### src/rtl/overcurrent_monitor_debounced_top_defines.svh
// Assertion macros for the over-current monitor.
// Include where checks are written; expects aclk and aresetn in scope.
`ifndef OVERCURRENT_MONITOR_DEBOUNCED_TOP_DEFINES_SVH
`define OVERCURRENT_MONITOR_DEBOUNCED_TOP_DEFINES_SVH

// Check a condition in the same cycle as its trigger.
`define OCMD_CHECK_NOW(label, trig, cond, msg) \
    label: assert property (@(posedge aclk) disable iff (!aresetn) \
        (trig) |-> (cond)) else $error(msg);

// Check a condition in the cycle after its trigger.
`define OCMD_CHECK_NEXT(label, trig, cond, msg) \
    label: assert property (@(posedge aclk) disable iff (!aresetn) \
        (trig) |=> (cond)) else $error(msg);

`endif

### src/rtl/ocmd_pkg.sv
// Shared types and constants for the over-current monitor.
// No dependencies; imported by every module of the block.
package ocmd_pkg;

    localparam int SAMPLE_BITS     = 12;
    localparam int AVG_SAMPLES_DEF = 16;
    localparam int GAIN_W          = 24;
    localparam int FRAC_BITS       = 16;
    localparam int CURRENT_W       = 20;
    localparam int THRESH_W        = 20;
    localparam int COUNT_W         = 8;
    localparam int CFG_ADDR_W      = 2;
    localparam int CFG_DATA_W      = 24;

    // Register indexes on the configuration port
    localparam logic [CFG_ADDR_W-1:0] CFG_GAIN      = 2'd0;
    localparam logic [CFG_ADDR_W-1:0] CFG_THRESHOLD = 2'd1;
    localparam logic [CFG_ADDR_W-1:0] CFG_LIMIT     = 2'd2;

    // Reset values of the configuration registers
    localparam logic [GAIN_W-1:0]   GAIN_RESET      = 24'd1200290;
    localparam logic [THRESH_W-1:0] THRESHOLD_RESET = 20'd10000;
    localparam logic [COUNT_W-1:0]  LIMIT_RESET     = 8'd5;

    typedef struct packed {
        logic [SAMPLE_BITS-1:0] sample;
        logic                   calibrate;
    } in_t;

    typedef struct packed {
        logic [CURRENT_W-1:0] current_ma;
        logic [COUNT_W-1:0]   over_limit_count;
        logic                 overload;
        logic                 was_calibration;
    } out_t;

    // Window average beat between divider and scaler
    typedef struct packed {
        logic [SAMPLE_BITS-1:0] avg;
        logic                   cal;
    } avg_beat_t;

    // Scaled current beat between scaler and trip logic
    typedef struct packed {
        logic [CURRENT_W-1:0] current_ma;
        logic                 cal;
    } ma_beat_t;

endpackage

### src/rtl/ocmd_accum.sv
// Window accumulator: sums AVG_SAMPLES samples and emits one window-sum beat.
// Depends on ocmd_pkg.
module ocmd_accum #(
    parameter int AVG_SAMPLES = 16,
    parameter int SUM_W       = 16
) (
    input  logic           aclk,
    input  logic           aresetn,
    input  logic           s_valid,
    output logic           s_ready,
    input  ocmd_pkg::in_t  s_data,
    output logic           win_valid,
    input  logic           win_ready,
    output logic [SUM_W-1:0] win_sum,
    output logic           win_cal
);
    import ocmd_pkg::*;

    localparam int POS_W = (AVG_SAMPLES > 1) ? $clog2(AVG_SAMPLES) : 1;

    logic [SUM_W-1:0] sum_reg, sum_next;
    logic [POS_W-1:0] pos_reg, pos_next;
    logic             win_valid_reg, win_valid_next;
    logic [SUM_W-1:0] win_sum_reg, win_sum_next;
    logic             win_cal_reg, win_cal_next;
    logic             in_fire;
    logic             last;
    logic [SUM_W-1:0] sum_total;

    // Take a sample unless a finished window beat is stuck
    assign s_ready   = !win_valid_reg || win_ready;
    assign in_fire   = s_valid && s_ready;
    assign last      = (pos_reg == POS_W'(AVG_SAMPLES - 1));
    assign sum_total = sum_reg + SUM_W'(s_data.sample);

    // Advance the running sum and close the window on its last sample
    always_comb begin
        sum_next       = sum_reg;
        pos_next       = pos_reg;
        win_valid_next = win_valid_reg && !win_ready;
        win_sum_next   = win_sum_reg;
        win_cal_next   = win_cal_reg;
        if (in_fire) begin
            if (last) begin
                sum_next       = '0;
                pos_next       = '0;
                win_valid_next = 1'b1;
                win_sum_next   = sum_total;
                win_cal_next   = s_data.calibrate;
            end else begin
                sum_next = sum_total;
                pos_next = pos_reg + POS_W'(1);
            end
        end
    end

    always_ff @(posedge aclk) begin
        if (!aresetn) begin
            sum_reg       <= '0;
            pos_reg       <= '0;
            win_valid_reg <= 1'b0;
        end else begin
            sum_reg       <= sum_next;
            pos_reg       <= pos_next;
            win_valid_reg <= win_valid_next;
        end
    end

    // Hold payload without reset
    always_ff @(posedge aclk) begin
        win_sum_reg <= win_sum_next;
        win_cal_reg <= win_cal_next;
    end

    assign win_valid = win_valid_reg;
    assign win_sum   = win_sum_reg;
    assign win_cal   = win_cal_reg;

endmodule

### src/rtl/ocmd_divide.sv
// Window averager: truncating divide of the window sum by AVG_SAMPLES,
// done as a multiply by an exact reciprocal. Depends on ocmd_pkg.
module ocmd_divide #(
    parameter int AVG_SAMPLES = 16,
    parameter int SUM_W       = 16
) (
    input  logic                aclk,
    input  logic                aresetn,
    input  logic                win_valid,
    output logic                win_ready,
    input  logic [SUM_W-1:0]    win_sum,
    input  logic                win_cal,
    output logic                avg_valid,
    input  logic                avg_ready,
    output ocmd_pkg::avg_beat_t avg_data
);
    import ocmd_pkg::*;

    localparam int LOG_N   = $clog2(AVG_SAMPLES);
    localparam int SHIFT   = SUM_W + LOG_N;
    localparam int RECIP_W = SUM_W + 1;
    localparam int PROD_W  = SUM_W + RECIP_W;
    // ceil(2^SHIFT / N) gives the exact quotient for every SUM_W-bit sum
    localparam logic [RECIP_W-1:0] RECIP = RECIP_W'(
        ((64'd1 << SHIFT) + 64'(AVG_SAMPLES) - 64'd1) / 64'(AVG_SAMPLES));

    logic              avg_valid_reg, avg_valid_next;
    avg_beat_t         avg_reg, avg_next;
    logic [PROD_W-1:0] prod;
    logic              load;

    assign win_ready = !avg_valid_reg || avg_ready;
    assign load      = win_valid && win_ready;

    // Scale by the reciprocal and keep the quotient bits
    assign prod = PROD_W'(win_sum) * PROD_W'(RECIP);

    always_comb begin
        avg_valid_next = avg_valid_reg && !avg_ready;
        avg_next       = avg_reg;
        if (load) begin
            avg_valid_next = 1'b1;
            avg_next.avg   = prod[SHIFT +: SAMPLE_BITS];
            avg_next.cal   = win_cal;
        end
    end

    always_ff @(posedge aclk) begin
        if (!aresetn) begin
            avg_valid_reg <= 1'b0;
        end else begin
            avg_valid_reg <= avg_valid_next;
        end
    end

    always_ff @(posedge aclk) begin
        avg_reg <= avg_next;
    end

    assign avg_valid = avg_valid_reg;
    assign avg_data  = avg_reg;

endmodule

### src/rtl/ocmd_scale.sv
// Offset removal and Q16 gain scaling to milliamps; owns the zero offset.
// Depends on ocmd_pkg.
module ocmd_scale (
    input  logic                       aclk,
    input  logic                       aresetn,
    input  logic                       avg_valid,
    output logic                       avg_ready,
    input  ocmd_pkg::avg_beat_t        avg_data,
    input  logic [ocmd_pkg::GAIN_W-1:0] gain_q16,
    output logic                       ma_valid,
    input  logic                       ma_ready,
    output ocmd_pkg::ma_beat_t         ma_data
);
    import ocmd_pkg::*;

    localparam int PROD_W = SAMPLE_BITS + GAIN_W;

    logic [SAMPLE_BITS-1:0] offset_reg, offset_next;
    logic                   ma_valid_reg, ma_valid_next;
    ma_beat_t               ma_reg, ma_next;
    logic [SAMPLE_BITS-1:0] diff;
    logic [PROD_W-1:0]      prod;
    logic                   load;

    assign avg_ready = !ma_valid_reg || ma_ready;
    assign load      = avg_valid && avg_ready;

    // Subtract the offset, clamp at zero, apply the gain
    assign diff = (avg_data.avg > offset_reg) ? (avg_data.avg - offset_reg) : '0;
    assign prod = PROD_W'(diff) * PROD_W'(gain_q16);

    // The shifted product tops out below full scale, so no saturation stage
    always_comb begin
        offset_next   = offset_reg;
        ma_valid_next = ma_valid_reg && !ma_ready;
        ma_next       = ma_reg;
        if (load) begin
            ma_valid_next = 1'b1;
            ma_next.cal   = avg_data.cal;
            if (avg_data.cal) begin
                offset_next        = avg_data.avg;
                ma_next.current_ma = '0;
            end else begin
                ma_next.current_ma = prod[FRAC_BITS +: CURRENT_W];
            end
        end
    end

    always_ff @(posedge aclk) begin
        if (!aresetn) begin
            offset_reg   <= '0;
            ma_valid_reg <= 1'b0;
        end else begin
            offset_reg   <= offset_next;
            ma_valid_reg <= ma_valid_next;
        end
    end

    always_ff @(posedge aclk) begin
        ma_reg <= ma_next;
    end

    assign ma_valid = ma_valid_reg;
    assign ma_data  = ma_reg;

endmodule

### src/rtl/ocmd_trip.sv
// Threshold compare, debounce counter and result output register.
// Depends on ocmd_pkg and the assertion macro header.
`include "overcurrent_monitor_debounced_top_defines.svh"

module ocmd_trip (
    input  logic                          aclk,
    input  logic                          aresetn,
    input  logic                          ma_valid,
    output logic                          ma_ready,
    input  ocmd_pkg::ma_beat_t            ma_data,
    input  logic [ocmd_pkg::THRESH_W-1:0] threshold,
    input  logic [ocmd_pkg::COUNT_W-1:0]  limit,
    output logic                          m_valid,
    input  logic                          m_ready,
    output ocmd_pkg::out_t                m_data
);
    import ocmd_pkg::*;

    logic [COUNT_W-1:0] cnt_reg, cnt_next;
    logic               m_valid_reg, m_valid_next;
    out_t               out_reg, out_next;
    logic               load;
    logic               over;

    assign ma_ready = !m_valid_reg || m_ready;
    assign load     = ma_valid && ma_ready;
    assign over     = ma_data.current_ma > threshold;

    // Count consecutive over-limit windows, stopping once past the limit; hold on calibration windows
    always_comb begin
        cnt_next = cnt_reg;
        if (load && !ma_data.cal) begin
            if (over) begin
                if ((cnt_reg <= limit) && (cnt_reg != {COUNT_W{1'b1}})) begin
                    cnt_next = cnt_reg + COUNT_W'(1);
                end
            end else begin
                cnt_next = '0;
            end
        end
    end

    // Build the result beat
    always_comb begin
        m_valid_next = m_valid_reg && !m_ready;
        out_next     = out_reg;
        if (load) begin
            m_valid_next             = 1'b1;
            out_next.current_ma      = ma_data.current_ma;
            out_next.over_limit_count = cnt_next;
            out_next.overload        = cnt_next > limit;
            out_next.was_calibration = ma_data.cal;
        end
    end

    always_ff @(posedge aclk) begin
        if (!aresetn) begin
            cnt_reg     <= '0;
            m_valid_reg <= 1'b0;
        end else begin
            cnt_reg     <= cnt_next;
            m_valid_reg <= m_valid_next;
        end
    end

    always_ff @(posedge aclk) begin
        out_reg <= out_next;
    end

    assign m_valid = m_valid_reg;
    assign m_data  = out_reg;

    `OCMD_CHECK_NOW(a_overload_vs_limit, m_valid_reg, out_reg.overload == (out_reg.over_limit_count > limit), "overload disagrees with count and limit")
    `OCMD_CHECK_NOW(a_pending_count, m_valid_reg, out_reg.over_limit_count == cnt_reg, "pending result count differs from counter")
    `OCMD_CHECK_NOW(a_cal_zero_current, m_valid_reg && out_reg.was_calibration, out_reg.current_ma == '0, "calibration beat carries nonzero current")
    `OCMD_CHECK_NEXT(a_cal_holds_count, load && ma_data.cal, cnt_reg == $past(cnt_reg), "calibration window changed the counter")

endmodule

### src/rtl/overcurrent_monitor_debounced_top.sv
// Over-current monitor: window average, offset, Q16 scaling, debounced trip.
// Throughput: one sample per cycle unless m_ready holds the output; results leave through an output register.
// A window's result passes the window, reciprocal divide, gain multiply and trip registers
// in that order; the first loads when the window's last sample is taken.
// Reset (aresetn low, synchronous): sums, offset, counter and valids clear,
// configuration returns to its defaults; no clearing pass.
module overcurrent_monitor_debounced_top #(
    parameter int AVG_SAMPLES = ocmd_pkg::AVG_SAMPLES_DEF
) (
    input  logic                            aclk,
    input  logic                            aresetn,
    input  logic                            s_valid,
    output logic                            s_ready,
    input  ocmd_pkg::in_t                   s_data,
    output logic                            m_valid,
    input  logic                            m_ready,
    output ocmd_pkg::out_t                  m_data,
    input  logic                            cfg_wr_en,
    input  logic [ocmd_pkg::CFG_ADDR_W-1:0] cfg_addr,
    input  logic [ocmd_pkg::CFG_DATA_W-1:0] cfg_wdata
);
    import ocmd_pkg::*;

    localparam int SUM_W = SAMPLE_BITS + $clog2(AVG_SAMPLES);

    logic [GAIN_W-1:0]   gain_reg, gain_next;
    logic [THRESH_W-1:0] thresh_reg, thresh_next;
    logic [COUNT_W-1:0]  limit_reg, limit_next;

    logic             win_valid, win_ready, win_cal;
    logic [SUM_W-1:0] win_sum;
    logic             avg_valid, avg_ready;
    avg_beat_t        avg_data;
    logic             ma_valid, ma_ready;
    ma_beat_t         ma_data;

    // Decode configuration writes; drop unknown indexes
    always_comb begin
        gain_next   = gain_reg;
        thresh_next = thresh_reg;
        limit_next  = limit_reg;
        if (cfg_wr_en) begin
            case (cfg_addr)
                CFG_GAIN:      gain_next   = cfg_wdata[GAIN_W-1:0];
                CFG_THRESHOLD: thresh_next = cfg_wdata[THRESH_W-1:0];
                CFG_LIMIT:     limit_next  = cfg_wdata[COUNT_W-1:0];
                default: begin
                end
            endcase
        end
    end

    always_ff @(posedge aclk) begin
        if (!aresetn) begin
            gain_reg   <= GAIN_RESET;
            thresh_reg <= THRESHOLD_RESET;
            limit_reg  <= LIMIT_RESET;
        end else begin
            gain_reg   <= gain_next;
            thresh_reg <= thresh_next;
            limit_reg  <= limit_next;
        end
    end

    ocmd_accum #(
        .AVG_SAMPLES(AVG_SAMPLES),
        .SUM_W      (SUM_W)
    ) u_accum (
        .aclk     (aclk),
        .aresetn  (aresetn),
        .s_valid  (s_valid),
        .s_ready  (s_ready),
        .s_data   (s_data),
        .win_valid(win_valid),
        .win_ready(win_ready),
        .win_sum  (win_sum),
        .win_cal  (win_cal)
    );

    ocmd_divide #(
        .AVG_SAMPLES(AVG_SAMPLES),
        .SUM_W      (SUM_W)
    ) u_divide (
        .aclk     (aclk),
        .aresetn  (aresetn),
        .win_valid(win_valid),
        .win_ready(win_ready),
        .win_sum  (win_sum),
        .win_cal  (win_cal),
        .avg_valid(avg_valid),
        .avg_ready(avg_ready),
        .avg_data (avg_data)
    );

    ocmd_scale u_scale (
        .aclk     (aclk),
        .aresetn  (aresetn),
        .avg_valid(avg_valid),
        .avg_ready(avg_ready),
        .avg_data (avg_data),
        .gain_q16 (gain_reg),
        .ma_valid (ma_valid),
        .ma_ready (ma_ready),
        .ma_data  (ma_data)
    );

    ocmd_trip u_trip (
        .aclk     (aclk),
        .aresetn  (aresetn),
        .ma_valid (ma_valid),
        .ma_ready (ma_ready),
        .ma_data  (ma_data),
        .threshold(thresh_reg),
        .limit    (limit_reg),
        .m_valid  (m_valid),
        .m_ready  (m_ready),
        .m_data   (m_data)
    );

endmodule
### config.mk
export PLATFORM = sky130hd
export DESIGN_NAME = overcurrent_monitor_debounced_top
export DESIGN_NICKNAME = d
export VERILOG_FILES = /design/src/rtl/ocmd_pkg.sv /design/src/rtl/ocmd_accum.sv /design/src/rtl/ocmd_divide.sv /design/src/rtl/ocmd_scale.sv /design/src/rtl/ocmd_trip.sv /design/src/rtl/overcurrent_monitor_debounced_top.sv
export VERILOG_INCLUDE_DIRS = /design/src /design/src/rtl
export SDC_FILE = /design/constraint.sdc
export NUM_CORES = 1
export LEC_CHECK = 0
export BUFFER_PORTS_ARGS = -buffer_cell sky130_fd_sc_hd__buf_2
export CORE_MARGIN = 2
export CORE_UTILIZATION = 36
export CTS_CLUSTER_DIAMETER = 150
export DETAILED_ROUTE_END_ITERATION = 8
export MAX_ROUTING_LAYER = met4
export SLEW_MARGIN = 20
export SYNTH_ARGS = -nofsm -noshare
export SYNTH_HDL_FRONTEND = slang
export SYNTH_SLANG_ARGS = --single-unit
### constraint.sdc
create_clock -name aclk -period 23.8 [get_ports aclk]
set_input_delay 2.38 -clock aclk [delete_from_list [all_inputs] [get_ports aclk]]
set_output_delay 2.38 -clock aclk [all_outputs]
set_load 0.05 [all_outputs]
==> impl_results.md <==
* Status: finished, final reports clean
* Max reg flops at 30
* DRC at 0
* Worst R2R Setup Slack at 15.30 ns
* RR Startpoint: u_divide.avg_data[1]
* Peak supply drop at 0.0000398 V
* Worst setup path category: register to register
* Worst skew pair latency at 0.45 ns
* Vias/cell at 5.00
* CTS tree: built
* Hold Vio Cnt, Final at 0
* Most used DFF post-synth: dfxtp_1
* Initial antenna violation count at 1
* Critical path fanouts, max at 24
* Met3 WL post-DR at 2450 µm
* Worst min path class: register to register
* Critical path data required time at 23.98 ns
* Seq cells post-synth at 173
* Max clock buf depth at 2
* Crit. End Element: register
* Synth cell count leaders: nand2_1, inv_1, fa_1
* Delay-heaviest family, CP: adder cells
* Fillers at 4566
* Total setup buffers inserted after CTS at 0
* Asr flop ratio synth at 0%
* First-pass GRT wire length at 67300 µm
* Reg2reg path depth at 27
* Clock Power Share at 33.5%
* Stages on worst setup path at 27
* Main combinational cell family by area after synthesis: adder cells
* Routed vias at 12400
* Routed wl met2 at 18700 µm
* Post-CTS Resized at 0
* Clock transition at path regs at 0.07 ns
* Slew @ Worst Pin at 1.00 ns
* Pins over their slew limit at 0
* Wl on met1 at 18400 µm
* Distinct cell type count of the synthesized netlist at 62
* P per Cell Area at 44.5 nW/µm²
* Slowest cell on crit path: fa_1
* Relative slew slack at 33.1%
* RSZ-0062 raised after global routing: no
* Critical Path Sink: u_scale.ma_data[16]
* Multiplexer share of the synthesized area at 1.15%
* GR Overflow Total at 0
* Rows at 78
* Post-synthesis sequential area ratio at 25.4%
* Most numerous cell in the Yosys netlist: nand2_1
* Synth-to-Final Area Change at 9.32%
* Leak pwr at 8.45 nW
* Top sig layer: met4
* Worst reg2reg endpoint: u_scale.ma_data[16]
* Final setup fails at 0
* CP max stage delay at 0.54 ns
* Fmax achieved at 118 MHz
* Top cells by area, synth: fa_1, edfxtp_1, dfxtp_1
* Critical path startpoint: u_divide.avg_data[1]
* Post-Syn Instances at 1842
* Post-route setup TNS at 0 ns
* Buf/Inv on CP at 3
* Share of cells above drive strength 1 at 7.85%
* CP Data Arrival Time at 8.69 ns
* Post-Syn Area per Cell at 9.04 µm²
* Die width at 219 µm
* Layout net count at 2269
* Worst setup SP type: register
* Mapped Nets at 2239
* Synthesized cell area at 16700 µm²
* Global-route usage over all layers at 18.3%
* Drt wl/cell at 16.2 µm
* Pint at 0.552 mW
* Die Y at 219 µm
* DP HPWL at 31600 µm
* Initial DRC Count at 690
* Psw at 0.259 mW
* Compound-Gate Fraction of Synth Area at 8.54%
* Fin crit period at 8.51 ns
* Area share of fa/ha/maj cells after synthesis at 36.5%
* Period utilisation layout at 35.7%
* Post-CTS Hold Fix Bufs at 0
* Cts bufs inserted at 17
* Number of global-route vias before repair at 13100
* Die area at 48000 µm²
* Register share of total power at 40.6%
* Combinational power share at 25.9%
* Router iterations before antenna repair at 5
* DRT Wirelength at 40300 µm
* # clock sinks at 173
* Final Skew at 0.0173 ns
* Placer Congestion at 0.873
* # H-tree levels at 4
* Simple-gate area share of the yosys netlist at 18.1%
* Sw Share at 32.0%
* Number of synthesized flops with an enable pin at 77
* CP most frequent cell: fa_1
* Area leader, netlist: fa_1
* Starting Density at 36.6%
* Syn. warnings at 0
* Yosys top cell area share at 26.6%
* Number of max-cap violations at 0
* Total power at 0.811 mW
* Boundary pin count at 76
* Final antenna-violating net count at 0
* Port Buffers at 75
* Xor/xnor cell area share of the yosys netlist at 1.89%
* Core area at 45500 µm²
* Largest net degree at the start of global routing at 39
* Root buffer cell: clkbuf_16
==> worst min path at each step <==
stage / from / end / slack, ns / depth (start not counted)
final: u_accum.win_sum[7] / u_divide.avg_data[4] / 0.42 / 0
after global routing: u_accum.win_sum[7] / u_divide.avg_data[4] / 0.43 / 0
after CTS: u_accum.win_sum[7] / u_divide.avg_data[4] / 0.42 / 0
after detailed placement: u_accum.win_sum[7] / u_divide.avg_data[4] / 0.40 / 0
after global placement: u_accum.win_sum[15] / u_divide.avg_data[12] / 0.40 / 0
after floorplan: u_accum.win_cal / u_divide.avg_data[0] / 0.40 / 0
==> layout make-up <==
class                      count  area (µm²)  share of cell area (%)
multi-input combinational   1296       11100                    60.7
sequential                   173        4230                    23.3
inverter                     292        1100                    6.02
tap                          600         751                    4.12
timing repair buffer          92         503                    2.76
clock buffer                  19         433                    2.38
clock inverter                13         131                   0.722
antenna                        1        2.50                  0.0137
==> routing by layer <==
metal | global-route usage (%) | up-vias
met5 | - | -
met4 | 4.89 | 0
met3 | 3.22 | 47
met2 | 29.1 | 331
met1 | 24.1 | 6098
li1 | - | 5956
==> cell families (layout without fill, tap and decap cells) <==
kind of cell               after synthesis  count (layout)
other                                    0               1
muxes                                   19              19
adders and majority gates              353             353
DFF                                    173             173
AOI/OAI and AO/OA                      229             229
buffers and inverters                  373             416
and+or+nand+nor                        659             659
xor gates and xnor gates                36              36
==> power by group through the flow <==
stage	clock (mW)	combinational (mW)	sequential [mW]
floorplan	0	0.162	0.328
global placement	0	0.204	0.335
detailed placement	0	0.209	0.336
CTS	0.280	0.211	0.329
global route	0.291	0.243	0.330
finish	0.272	0.210	0.329
==> layout by cell type (no fill, tap or decap), types with 18 or more instances in the layout <==
cell      count
nand4_1      26
edfxtp_1     77
a21oi_1      99
fa_1        221
buf_2        75
xnor2_1      19
nand3_1      32
nor3_1       34
nor2_1       94
ha_1        132
mux2i_1      18
o21ai_0      29
inv_1       291
and2_1       73
dfxtp_1      96
a21o_1       33
nand2_1     337
==> metrics by stage <==
step / instances / setup slack [ns] / util (%) / cell area [µm²] / hold WS, ns
floorplan: 1842 / 16.07 / - / 16700 / 0.400
global placement: 2453 / 15.56 / 38.8 / 17600 / 0.402
detailed placement: 2453 / 15.36 / 38.8 / 17600 / 0.405
CTS: 2485 / 15.33 / 40.0 / 18200 / 0.420
global route: 2486 / 14.81 / 40.0 / 18200 / 0.427
finish: 2486 / 15.30 / 40.0 / 18200 / 0.417
(Power assumes the default switching activity.)
